$ cat src/sv/tgat_pkg.sv
// Shared types and codes for the two-generation aging table.
`timescale 1ns / 1ps
`default_nettype none
package tgat_pkg;

    localparam int TAG_W = 53;
    localparam int HDL_W = 16;
    localparam int LVL_W = 5;
    localparam int POS_W = 16;

    localparam logic [LVL_W-1:0] LVL_MAX = 5'd31;

    localparam logic [1:0] OP_LOOKUP = 2'd0;
    localparam logic [1:0] OP_INSERT = 2'd1;
    localparam logic [1:0] OP_PRUNE  = 2'd2;
    localparam logic [1:0] OP_FLUSH  = 2'd3;

    localparam logic [1:0] KIND_LOOKUP = 2'd0;
    localparam logic [1:0] KIND_ACK    = 2'd1;
    localparam logic [1:0] KIND_EVICT  = 2'd2;
    localparam logic [1:0] KIND_DONE   = 2'd3;

    localparam logic [1:0] ST_OK   = 2'd0;
    localparam logic [1:0] ST_FULL = 2'd1;
    localparam logic [1:0] ST_DUP  = 2'd2;

    typedef logic [3:0] t_act;

    localparam t_act ACT_NONE    = 4'd0;
    localparam t_act ACT_LOOKUP  = 4'd1;
    localparam t_act ACT_DUP     = 4'd2;
    localparam t_act ACT_FULL    = 4'd3;
    localparam t_act ACT_INS_NEW = 4'd4;
    localparam t_act ACT_REPLACE = 4'd5;
    localparam t_act ACT_ACK     = 4'd6;
    localparam t_act ACT_PRUNE   = 4'd7;
    localparam t_act ACT_FLUSH   = 4'd8;
    localparam t_act ACT_EVICT   = 4'd9;
    localparam t_act ACT_AGE_LVL = 4'd10;
    localparam t_act ACT_DONE    = 4'd11;

    typedef struct packed {
        logic capture;
        t_act action;
    } t_dp_cmd;

    typedef struct packed {
        logic [1:0] op;
        logic       hit;
        logic       hit_aged;
        logic       full;
        logic       lvl_any;
        logic       evict_pend;
        logic       lvl_top;
        logic       out_free;
    } t_dp_stat;

    typedef struct packed {
        logic [1:0]       kind;
        logic             found;
        logic [1:0]       status;
        logic [LVL_W-1:0] lvl;
        logic [POS_W-1:0] x;
        logic [POS_W-1:0] y;
        logic [POS_W-1:0] z;
        logic [HDL_W-1:0] handle;
        logic             last;
    } t_res;

endpackage
`default_nettype wire

$ cat src/sv/tgat_ctrl.sv
// Controller of the aging table: sequences lookup, insert and the level-by-level prune walk.
`timescale 1ns / 1ps
`default_nettype none
module tgat_ctrl (
    input  wire logic               i_clk,
    input  wire logic               i_rst_n,
    input  wire logic               i_in_valid,
    output logic                    o_in_ready,
    input  wire tgat_pkg::t_dp_stat i_stat,
    output tgat_pkg::t_dp_cmd       o_cmd
);
    localparam logic [2:0] S_IDLE    = 3'd0;
    localparam logic [2:0] S_EXEC    = 3'd1;
    localparam logic [2:0] S_INS_ACK = 3'd2;
    localparam logic [2:0] S_P_CHECK = 3'd3;
    localparam logic [2:0] S_P_EVICT = 3'd4;
    localparam logic [2:0] S_P_AGE   = 3'd5;
    localparam logic [2:0] S_P_DONE  = 3'd6;

    logic [2:0] r_state;
    logic [2:0] n_state;

    always_comb begin
        n_state      = r_state;
        o_in_ready   = 1'b0;
        o_cmd        = '0;
        o_cmd.action = tgat_pkg::ACT_NONE;
        unique case (r_state)
            S_IDLE: begin
                o_in_ready = 1'b1;
                if (i_in_valid) begin
                    o_cmd.capture = 1'b1;
                    n_state       = S_EXEC;
                end
            end
            S_EXEC: begin
                unique case (i_stat.op)
                    tgat_pkg::OP_LOOKUP: begin
                        if (i_stat.out_free) begin
                            o_cmd.action = tgat_pkg::ACT_LOOKUP;
                            n_state      = S_IDLE;
                        end
                    end
                    tgat_pkg::OP_INSERT: begin
                        if (i_stat.out_free) begin
                            if (i_stat.hit && !i_stat.hit_aged) begin
                                o_cmd.action = tgat_pkg::ACT_DUP;
                                n_state      = S_IDLE;
                            end else if (i_stat.hit) begin
                                o_cmd.action = tgat_pkg::ACT_REPLACE;
                                n_state      = S_INS_ACK;
                            end else if (i_stat.full) begin
                                o_cmd.action = tgat_pkg::ACT_FULL;
                                n_state      = S_IDLE;
                            end else begin
                                o_cmd.action = tgat_pkg::ACT_INS_NEW;
                                n_state      = S_IDLE;
                            end
                        end
                    end
                    tgat_pkg::OP_PRUNE: begin
                        o_cmd.action = tgat_pkg::ACT_PRUNE;
                        n_state      = S_P_CHECK;
                    end
                    default: begin
                        o_cmd.action = tgat_pkg::ACT_FLUSH;
                        n_state      = S_P_CHECK;
                    end
                endcase
            end
            S_INS_ACK: begin
                if (i_stat.out_free) begin
                    o_cmd.action = tgat_pkg::ACT_ACK;
                    n_state      = S_IDLE;
                end
            end
            S_P_CHECK: begin
                n_state = i_stat.lvl_any ? S_P_EVICT : S_P_DONE;
            end
            S_P_EVICT: begin
                if (!i_stat.evict_pend) begin
                    n_state = S_P_AGE;
                end else if (i_stat.out_free) begin
                    o_cmd.action = tgat_pkg::ACT_EVICT;
                end
            end
            S_P_AGE: begin
                o_cmd.action = tgat_pkg::ACT_AGE_LVL;
                n_state      = i_stat.lvl_top ? S_P_DONE : S_P_CHECK;
            end
            S_P_DONE: begin
                if (i_stat.out_free) begin
                    o_cmd.action = tgat_pkg::ACT_DONE;
                    n_state      = S_IDLE;
                end
            end
            default: begin
                n_state = S_IDLE;
            end
        endcase
    end

    always_ff @(posedge i_clk) begin
        if (!i_rst_n) begin
            r_state <= S_IDLE;
        end else begin
            r_state <= n_state;
        end
    end
endmodule
`default_nettype wire

$ cat config.mk
export PLATFORM = sky130hd
export DESIGN_NAME = tgat_ctrl
export DESIGN_NICKNAME = d
export VERILOG_FILES = /design/src/sv/tgat_pkg.sv /design/src/sv/tgat_ctrl.sv
export SDC_FILE = /design/constraint.sdc
export NUM_CORES = 1
export LEC_CHECK = 0
export BUFFER_PORTS_ARGS = -buffer_cell sky130_fd_sc_hd__buf_4
export CAP_MARGIN = 20
export CORE_AREA = 2 2 39 41
export CTS_BUF_LIST = sky130_fd_sc_hd__clkbuf_16
export CTS_CLUSTER_DIAMETER = 200
export DETAILED_ROUTE_END_ITERATION = 12
export DIE_AREA = 0 0 41 43
export PLACE_DENSITY = 0.62
export SKIP_LAST_GASP = 1
export SLEW_MARGIN = 15
export SYNTH_ARGS = -nofsm -noshare
export SYNTH_HDL_FRONTEND = slang
export SYNTH_SLANG_ARGS = --single-unit
$ cat constraint.sdc
create_clock -name i_clk -period 1.4 [get_ports i_clk]
set_input_delay 0.21 -clock i_clk [delete_from_list [all_inputs] [get_ports i_clk]]
set_output_delay 0.21 -clock i_clk [all_outputs]
set_load 0.05 [all_outputs]
-- Yosys cells after proc, flatten, opt, wreduce, memory -nomap -nowiden
Index checks and enable logic that the tools add are counted.
- bits of input ports: 12
- register bits: 3
- mux-type cells: 24
- reductions and logical operators: 6
- equality and inequality tests: 11
- operator list (kind ; number):
    3-bit two-way mux ; 10
    4-bit one-hot mux with 5 select lines ; 1
    3-bit one-hot mux with 6 select lines ; 1
    4-bit two-way mux ; 3
    4-bit one-hot mux with 3 select lines ; 1
    3-bit == test (second input constant) ; 3
    3-bit by 2-bit == test with 1-bit output (second input constant) ; 2
    2-bit two-way mux ; 3
    3-bit one-hot mux with 2 select lines ; 1
    1-bit two-way mux ; 4
    2-bit inequality test (second input constant) ; 2
    3-bit by 1-bit == test with 1-bit output (second input constant) ; 1
    3-bit zero test ; 1
    3-bit inequality test (second input constant) ; 1
    3-bit AND reduction ; 1
    2-bit by 1-bit == test with 1-bit output (second input constant) ; 1
    2-bit == test (second input constant) ; 1
    2-bit zero test ; 1
    2-bit OR reduction ; 1
    1-bit logical AND ; 1
    1-bit zero test ; 1

-- Logic depth before layout (Yosys ltp)
Gate-level depths: netlist of run 1.
- depth after elaboration: 6
- gate-level depth with buffers: 5

-- Worst setup path before layout of run 1
OpenSTA, ideal clock, no wires.
- path kind: register to output
- start: reg r_state[1]
- end: out o_cmd[4] (netlist name)
- path buffers: 1
- slack: -0.965 ns
- stages on the path, launching flop included: 4
- required time: 1.190 ns
- arrival time: 2.155 ns
- cells stage by stage: dfxtp_1 -> buf_4 -> nor3_1 -> and2_1
- RTL lines (what ; RTL line ; source):
    from (decl) ; tgat_ctrl.sv:20 ; logic [2:0] r_state;
    from (signal assigned) ; tgat_ctrl.sv:107 ; r_state <= n_state;
    to (decl) ; tgat_ctrl.sv:10 ; output tgat_pkg::t_dp_cmd o_cmd

==> results.sh, run 1 <==
export IMPL_min_from="i_rst_n"
export IMPL_pre_cts_ws_ns=-0.0170
export IMPL_fin_util_pct=55.3
export IMPL_dpl_hpwl_um=793
export IMPL_syn_area_per_cell_um2=6.83
export IMPL_fp_dieH_um=43
export IMPL_netSwitchingPower_mw=0.233
export IMPL_rr_endpoint="r_state[0]"
export IMPL_cts_buffers=3
export IMPL_worst_pin_slew_ns=0.375
export IMPL_clockBufferDepth=2
export IMPL_htreeDepth=1
export IMPL_timing_fmax_mhz=708
export IMPL_synthToLayoutAreaGrowth_pct=96.8
export IMPL_syn_area_um2=389
export IMPL_drc=0
export IMPL_power_frac_seq_pct=12.3
export IMPL_holdPathEnd="r_state[0]"
export IMPL_yosys_warnings=0
export IMPL_synth_seq_cells=3
export IMPL_reg_top3="r_state x3"
export IMPL_regArea_um2=71.3
export IMPL_grt_max_degree=9
export IMPL_routed_wl_mm=1.23
export IMPL_yosys_area_top_type_share_pct=15.4
export IMPL_syn_nets=69
export IMPL_largest_register_ffs=3
export IMPL_antenna_found_initial=0
export IMPL_worstPathRequired_ns=1.19
export IMPL_async_flop_share_pct=0
export IMPL_min_period_ns=1.41
export IMPL_grt_pass1_vias=439
export IMPL_io_buffers=17
export IMPL_wl_per_cell_um=12.3
export IMPL_violations="negative setup slack"
export IMPL_power_density_nw_per_um2=1080
export IMPL_grt_setup_unrepaired="true"
export IMPL_rows=14
export IMPL_nNetsFinal=97
export IMPL_reg2regPathDepth=5
export IMPL_cp_end_kind="output pin"
export IMPL_ys_types=29
export IMPL_crit_slowest_cell="dfxtp_4"
export IMPL_ys_seq_area_share_pct=15.4
export IMPL_worstPathArrival_ns=1.20
export IMPL_finalCritPeriodShare_pct=101
export IMPL_outcome="complete, but fails checks"
export IMPL_firstDrtPassIters=4
export IMPL_drive_gt1_share_pct=51.2
export IMPL_antenna_left=0
export IMPL_setup_viol=3
export IMPL_p_leak_nw=0.329
export IMPL_die_area_um2=1760
export IMPL_path_class="register to output pin"
export IMPL_n_fill_cell=128
export IMPL_cts_tree="built"
export IMPL_max_vdd_ir_drop_v=0.000873
export IMPL_report_final_slew_viol_count=0
export IMPL_cts_hold_buf=0
export IMPL_p_clk_share_pct=53.3
export IMPL_fin_worst_skew_ns=0.00107
export IMPL_cpPeakStageDelay_ns=0.37
export IMPL_grt_util_all_layers_pct=15.4
export IMPL_maxCapViolations=0
export IMPL_regMostFlops="r_state"
export IMPL_grt_pass1_wl_mm=1.86
export IMPL_power_internal_mw=0.592
export IMPL_first_iter_violations=8
export IMPL_comb_power_share_pct=34.3
export IMPL_die_x_um=41
export IMPL_finalHoldViolCount=0
export IMPL_multi_input_area_um2=367
export IMPL_r2r_slack_ns=0.09
export IMPL_cp_start_kind="register"
export IMPL_synth_ff_type="dfxtp_1"
export IMPL_overflow=0
export IMPL_initial_utilization_pct=28.1
export IMPL_synth_cells=57
export IMPL_place_gp_congestion=0.719
export IMPL_synth_area_top_cells="dfxtp_1 15%, a21oi_1 9.0%, o21ai_0 7.7%"
export IMPL_power_total_mw=0.824
export IMPL_synthTopCellsByCount="7 x a21oi_1, 7 x nor2_1, 6 x o21ai_0"
export IMPL_path_clk_slew_ns=0.03
export IMPL_insertion_delay_ns=0.22
export IMPL_cp_cell_sequence="nor3b_4, o21ai_1, o21ai_2, buf_6"
export IMPL_diodes=0
export IMPL_setup_slack_ns=-0.0117
export IMPL_core_area_um2=1380
export IMPL_pin_count=18
export IMPL_relSlewSlack_pct=74.9
export IMPL_switching_share_pct=28.2
export IMPL_synth_edf_count=0
export IMPL_min_path_type="input port to register"
export IMPL_yosys_area_top_type="dfxtp_1"
export IMPL_clockRootBuffer="clkbuf_16"
export IMPL_rr_startpoint="r_state[2]"
export IMPL_crit_fanout=5
export IMPL_vias_per_cell=5.19
export IMPL_cts_num_sinks=3
export IMPL_min_path_cells=2
export IMPL_vias=519
-- worst max path at each step --
stage               startpoint        to  slack, ns  cells past startpoint
floorplan           r_state[1]  o_cmd[1]      -0.18                      3
global placement     i_stat[6]  o_cmd[2]      -0.02                      6
detailed placement   i_stat[6]  o_cmd[1]      -0.02                      7
CTS                 r_state[2]  o_cmd[1]      -0.02                      4
global route        r_state[0]  o_cmd[0]      -0.08                      4
finish              r_state[0]  o_cmd[0]      -0.01                      4
-- metrics by stage --
step / std cells / TNS [ns] / instance area [um2] / hold WS, ns
5_1_grt: 100 / -0.258 / 766 / 0.261
3_3_place_gp: 94 / -0.0198 / 593 / 0.469
6_report: 100 / -0.0155 / 766 / 0.266
2_1_floorplan: 57 / -0.510 / 417 / 0.342
3_5_place_dp: 94 / -0.0288 / 593 / 0.464
4_1_cts: 100 / -0.0484 / 758 / 0.248
-- critical path: cells and delay by family (launching register included) --
kind                   cells  cell delay (ns)
AOI/OAI and AO/OA          2             0.24
and+or+nand+nor            1             0.20
buffers and inverters      1             0.17
DFF                        1             0.37
-- cell families after synthesis --
group                  share of synthesized area (%)
buffers and inverters                           7.07
multiplexers                                    2.89
AO/OA/AOI/OAI                                   35.4
AND/OR/NAND/NOR                                 39.2
flip-flops                                      15.4
-- per-layer routing --
layer	share of wire [%]	global-route usage (%)	vias to the layer above
li1	-	-	261
met1	41	19.2	238
met2	52	26.6	20
met3	6.5	3.14	0
met4	0	2.00	0
met5	0	0	-
-- placed cells by master, fill, tap and decap left out, types with 2 or more instances in the layout --
cell type and count:
a21oi_1 6, and2_1 2, buf_4 19, buf_6 6, clkbuf_16 3, dfxtp_4 3
inv_1 2, nand2_1 2, nand3_1 2, nor2_1 7, nor2b_1 4, o211ai_1 2
o21ai_0 2, o21ai_1 3, o21ai_2 2
-- power by group through the flow --
stage               clock (mW)  combinational (mW)  sequential, mW
global placement             0               0.241           0.101
CTS                      0.444               0.281           0.102
floorplan                    0               0.160          0.0957
global route             0.456               0.299           0.103
detailed placement           0               0.241           0.101
finish                   0.440               0.283           0.102
-- area by class of cell --
cell class,instances,area share [%]
multi-input combinational,50,47.9
inverter,1,0.490
sequential,3,9.31
clock inverter,1,0.490
tap,16,2.61
clock buffer,3,9.80
timing repair buffer,26,29.4
-- what timing repair did --
| item | in CTS | in global routing |
|---|---|---|
| hold endpoints to repair | 0 | 0 |
| setup endpoints to repair | 6 | 6 |
| pin swaps | 4 | 4 |
| resized for setup | 20 | 2 |
| buffers inserted | 2 | 1 |
No activity file was read; power rests on OpenSTA's default activity.
==> run 2: changes to the inputs <==
Settings changed: ABC_AREA set to 1, PLACE_DENSITY 0.62 to 0.65.
==> results.sh, run 2 <==
export IMPL_outcome="complete, but fails checks"
export IMPL_violations="negative setup slack"
export IMPL_clockBufferDepth=2
export IMPL_async_flop_share_pct=0
export IMPL_clockRootBuffer="clkbuf_16"
export IMPL_worstPathRequired_ns=1.19
export IMPL_power_total_mw=0.857
export IMPL_regMostFlops="r_state"
export IMPL_pin_count=18
export IMPL_layout_common_cells="21 x buf_4, 18 x nand2_1, 12 x inv_1"
export IMPL_fin_util_pct=53.5
export IMPL_drive_gt1_share_pct=48.5
export IMPL_path_class="register to output pin"
export IMPL_min_path_type="input port to register"
export IMPL_syn_area_um2=422
export IMPL_synth_ff_type="dfxtp_1"
export IMPL_final_common_cell="buf_4"
export IMPL_syn_nets=89
export IMPL_antenna_found_initial=0
export IMPL_fin_worst_skew_ns=0.000217
export IMPL_ys_seq_area_share_pct=14.2
export IMPL_worstPathArrival_ns=1.32
export IMPL_vias=568
export IMPL_synth_seq_cells=3
export IMPL_yosys_area_top_type_share_pct=16.9
export IMPL_grt_setup_unrepaired="true"
export IMPL_grt_util_all_layers_pct=15.2
export IMPL_dpl_hpwl_um=867
export IMPL_stdcell_area_um2=741
export IMPL_die_x_um=41
export IMPL_cp_num_buf_inv=2
export IMPL_die_area_um2=1760
export IMPL_worst_pin_slew_ns=0.245
export IMPL_setup_slack_ns=-0.128
export IMPL_finalHoldViolCount=0
export IMPL_yosys_area_top_type="nand2_1"
export IMPL_yosys_warnings=0
export IMPL_synthToLayoutAreaGrowth_pct=75.7
export IMPL_initial_utilization_pct=30.5
export IMPL_wl_per_cell_um=9.96
export IMPL_crit_family="flip-flops"
export IMPL_place_gp_congestion=0.715
export IMPL_rr_startpoint="r_state[0]"
export IMPL_routed_wl_mm=1.19
export IMPL_diodes=0
export IMPL_grt_pass1_vias=509
export IMPL_cp_start_kind="register"
export IMPL_htreeDepth=1
export IMPL_nNetsFinal=116
export IMPL_crit_fanout=6
export IMPL_first_iter_violations=7
export IMPL_crit_slowest_cell="dfxtp_4"
export IMPL_min_from="i_rst_n"
export IMPL_postPlaceCellArea_um2=571
export IMPL_cp_end_kind="output pin"
export IMPL_io_buffers=17
export IMPL_rows=14
export IMPL_reg_top3="r_state x3"
export IMPL_cts_buffers=3
export IMPL_firstDrtPassIters=3
export IMPL_largest_register_ffs=3
export IMPL_setup_viol=5
export IMPL_syn_area_per_cell_um2=5.48
export IMPL_cp_cell_sequence="inv_6, nor2_4, nand2_2, o21ai_2, nand2_1, o211ai_1, buf_4"
export IMPL_relSlewSlack_pct=83.6
export IMPL_antenna_left=0
export IMPL_fp_dieH_um=43
export IMPL_drc=0
export IMPL_cts_num_sinks=3
export IMPL_synth_cells=77
export IMPL_cts_tree="built"
export IMPL_timing_fmax_mhz=654
export IMPL_min_period_ns=1.53
export IMPL_post_synth_top_count_cell="nand2_1"
export IMPL_p_leak_nw=0.374
export IMPL_report_final_slew_viol_count=0
export IMPL_synth_edf_count=0
export IMPL_path_clk_slew_ns=0.03
export IMPL_finalCritPeriodShare_pct=109
export IMPL_insertion_delay_ns=0.22
export IMPL_grt_max_degree=10
export IMPL_synth_area_top_cells="nand2_1 17%, dfxtp_1 14%, inv_1 11%"
export IMPL_cpPeakStageDelay_ns=0.39
export IMPL_core_area_um2=1380
export IMPL_ys_types=20
export IMPL_overflow=0
export IMPL_synthTopCellsByCount="19 x nand2_1, 12 x inv_1, 9 x nor2_1"
export IMPL_max_vdd_ir_drop_v=0.000410
export IMPL_vias_per_cell=4.77
export IMPL_grt_pass1_wl_mm=1.90
export IMPL_maxCapViolations=0
export IMPL_crit_path_start="r_state[2]"
export IMPL_power_density_nw_per_um2=1160
[run 2: changes by cell type in the layout (fill, tap and decap cells not counted), moves of 4 or more]
cell,before,now
a21oi_1,6,1
buf_6,6,2
inv_1,2,12
nand2_1,2,18
nand2_2,0,4
nor2_2,0,5
nor2b_1,4,0
[run 2: worst paths after layout]
kind / to / cells past startpoint / slack, ns
worst max-delay path: o_cmd[3] / 7 / -0.13
worst min-delay path: r_state[1] / 3 / 0.26
worst max register to register: r_state[0] / 6 / 0.29
worst min register to register: r_state[2] / 2 / 0.59
[run 2: cell type report]
cell class              instances  area, um2
multi-input cells              58        327
well taps                      16       20.0
clock buffers                   3       75.1
clock inverters                 1       3.75
repair buffers                 23        180
inverters                      15       63.8
flip-flops and latches          3       71.3
fillers                       141        643
[run 2: stage by stage]
step	hold WS, ns	cells	TNS (ns)	setup slack, ns
after global routing	0.288	119	-0.792	-0.217
after CTS	0.264	113	-0.449	-0.182
after floorplan	0.379	77	-0.255	-0.118
final	0.258	119	-0.376	-0.128
after detailed placement	0.486	109	-0.0132	-0.0132
after global placement	0.484	109	-0.0382	-0.0382
[run 2: worst min-delay path: cells and delay by family]
family                 cells  cell delay (ns)
AND/OR/NAND/NOR            1             0.10
buffers and inverters      2             0.14
[run 2: metal layers]
layer  global-route usage [%]  vias up  share of wire [%]
met5                        0        -                  0
met4                     8.00        0                  0
met3                     1.57        0                3.0
met2                     23.1       14                 50
met1                     20.1      253                 47
li1                         -      301                  -
[run 2: cell families (layout without fill, tap and decap cells)]
family / count (synthesis) / count (layout) / synth area share [%]
compound gates: 14 / 14 / 20.8
simple gates: 44 / 44 / 49.0
buf+inv: 16 / 42 / 16.0
flops: 3 / 3 / 14.2
[run 2: power by group]
part	switching (mW)	internal (mW)	total, mW	leakage, nW
Clock	0.0754	0.368	0.443	0.0423
Sequential	0.0266	0.0946	0.121	0.0267
Combinational	0.183	0.109	0.293	0.305
[run 2: repair_timing]
action | CTS | global route
endpoints found under the hold margin | 0 | 0
hold buffers | 0 | 0
endpoints found under the setup margin | 6 | 6
pin swaps | 3 | 4
setup buffers | 0 | 6
gates resized for setup | 8 | 8
==> run 3: changes to the inputs <==
Settings changed: ABC_AREA 1 to not set, GPL_TIMING_DRIVEN set to 0, PLACE_DENSITY 0.65 to 0.62.
==> results.sh, run 3 (same netlist as run 1, synthesis figures left out) <==
export IMPL_outcome="complete, but fails checks"
export IMPL_violations="negative setup slack"
export IMPL_power_total_mw=0.826
export IMPL_rows=14
export IMPL_setup_slack_ns=-0.0856
export IMPL_initial_utilization_pct=28.1
export IMPL_min_period_ns=1.49
export IMPL_p_leak_nw=0.319
export IMPL_maxCapViolations=0
export IMPL_cts_tree="built"
export IMPL_die_x_um=41
export IMPL_grt_pass1_wl_mm=1.87
export IMPL_grt_setup_unrepaired="true"
export IMPL_grt_util_all_layers_pct=15.3
export IMPL_cts_hold_buf=0
export IMPL_fin_worst_skew_ns=0.00237
export IMPL_report_final_slew_viol_count=0
export IMPL_grt_pass1_vias=466
export IMPL_crit_fanout=5
export IMPL_regArea_um2=62.6
export IMPL_layout_common_cells="16 x buf_4, 7 x buf_6, 7 x nor2_1"
export IMPL_crit_slowest_cell="dfxtp_2"
export IMPL_max_vdd_ir_drop_v=0.00102
export IMPL_regMostFlops="r_state"
export IMPL_wl_per_cell_um=11.3
export IMPL_place_gp_congestion=0.733
export IMPL_grt_max_degree=11
export IMPL_worstPathArrival_ns=1.28
export IMPL_overflow=0
export IMPL_synthToLayoutAreaGrowth_pct=87.8
export IMPL_fp_dieH_um=43
export IMPL_cp_cell_sequence="buf_6, nand2b_4, o21bai_4, a21oi_4, buf_6"
export IMPL_min_path_type="input port to register"
export IMPL_power_density_nw_per_um2=1130
export IMPL_clockBufferDepth=2
export IMPL_insertion_delay_ns=0.22
export IMPL_antenna_found_initial=0
export IMPL_finalHoldViolCount=0
export IMPL_htreeDepth=1
export IMPL_crit_family="flip-flops"
export IMPL_final_cells=98
export IMPL_largest_register_ffs=3
export IMPL_final_common_cell="buf_4"
export IMPL_core_area_um2=1380
export IMPL_dpl_hpwl_um=777
export IMPL_die_area_um2=1760
export IMPL_clockRootBuffer="clkbuf_16"
export IMPL_cp_num_buf_inv=2
export IMPL_min_path_cells=3
export IMPL_dp_cells=90
export IMPL_first_iter_violations=7
export IMPL_cts_num_sinks=3
export IMPL_firstDrtPassIters=4
export IMPL_worstPathRequired_ns=1.19
export IMPL_pin_count=18
export IMPL_cpPeakStageDelay_ns=0.33
export IMPL_relSlewSlack_pct=78.2
export IMPL_vias_per_cell=5.07
export IMPL_routed_wl_mm=1.11
export IMPL_reg_top3="r_state x3"
export IMPL_pre_cts_ws_ns=-0.0273
export IMPL_cts_buffers=3
export IMPL_io_buffers=17
export IMPL_cp_end_kind="output pin"
export IMPL_worst_pin_slew_ns=0.327
export IMPL_setup_viol=5
export IMPL_antenna_left=0
export IMPL_timing_fmax_mhz=673
export IMPL_crit_cells=5
export IMPL_critPathMostFrequentCell="buf_6"
export IMPL_vias=497
export IMPL_diodes=0
export IMPL_path_class="register to output pin"
export IMPL_path_clk_slew_ns=0.03
export IMPL_cp_start_kind="register"
export IMPL_drc=0
export IMPL_drive_gt1_share_pct=47.6
export IMPL_multi_input_area_um2=352
export IMPL_nNetsFinal=95
export IMPL_n_fill_cell=137
export IMPL_fin_tns_setup_ns=-0.256
export IMPL_reg2regPathDepth=7
export IMPL_finalCritPeriodShare_pct=106
## run 3: worst paths after layout
| kind | startpoint | endpoint | slack, ns |
|---|---|---|---|
| setup / recovery | r_state[1] | o_cmd[2] | -0.09 |
| hold / removal | i_rst_n | r_state[2] | 0.24 |
| setup reg to reg | r_state[1] | r_state[2] | 0.12 |
| hold reg to reg | r_state[2] | r_state[2] | 0.70 |
## run 3: stage by stage
step / instance area [um2] / util (%) / hold WS [ns]
finish: 731 / 52.8 / 0.242
global route: 731 / 52.8 / 0.266
CTS: 723 / 52.3 / 0.246
detailed placement: 564 / 40.8 / 0.465
global placement: 564 / 40.8 / 0.467
floorplan: 417 / - / 0.342
## run 3: repair_timing
item,CTS,global route
gates resized for setup,15,2
endpoints found under the setup margin,5,7
pin swaps,6,2
setup buffers,4,0
gates cloned,0,0
## run 3: where the power goes
group / internal, mW / total [mW] / switching (mW)
sequential: 0.0925 / 0.0982 / 0.00579
clock: 0.368 / 0.446 / 0.0781
combinational: 0.133 / 0.281 / 0.148
## run 3: area by class of cell
type | instances | share of cell area (%)
plain buffers | 3 | 4.62
clock buffers | 3 | 10.3
clock inverters | 1 | 0.514
inverters | 1 | 0.514
multi-input cells | 50 | 48.1
flip-flops and latches | 3 | 8.56
well taps | 16 | 2.74
repair buffers | 21 | 24.7
## run 3: per-layer routing
layer / vias up / share of wire (%) / global-route usage, %
met2: 16 / 47 / 23.4
met1: 222 / 46 / 19.9
met3: 0 / 7.1 / 7.85
met5: - / 0 / 0
li1: 259 / - / -
met4: 0 / 0 / 0
## run 3: tightest hold or removal path, delay by kind of cell
kind	cells	cell delay, ns
AOI/OAI and AO/OA	1	0.07
buffers and inverters	1	0.09
and+or+nand+nor	1	0.06
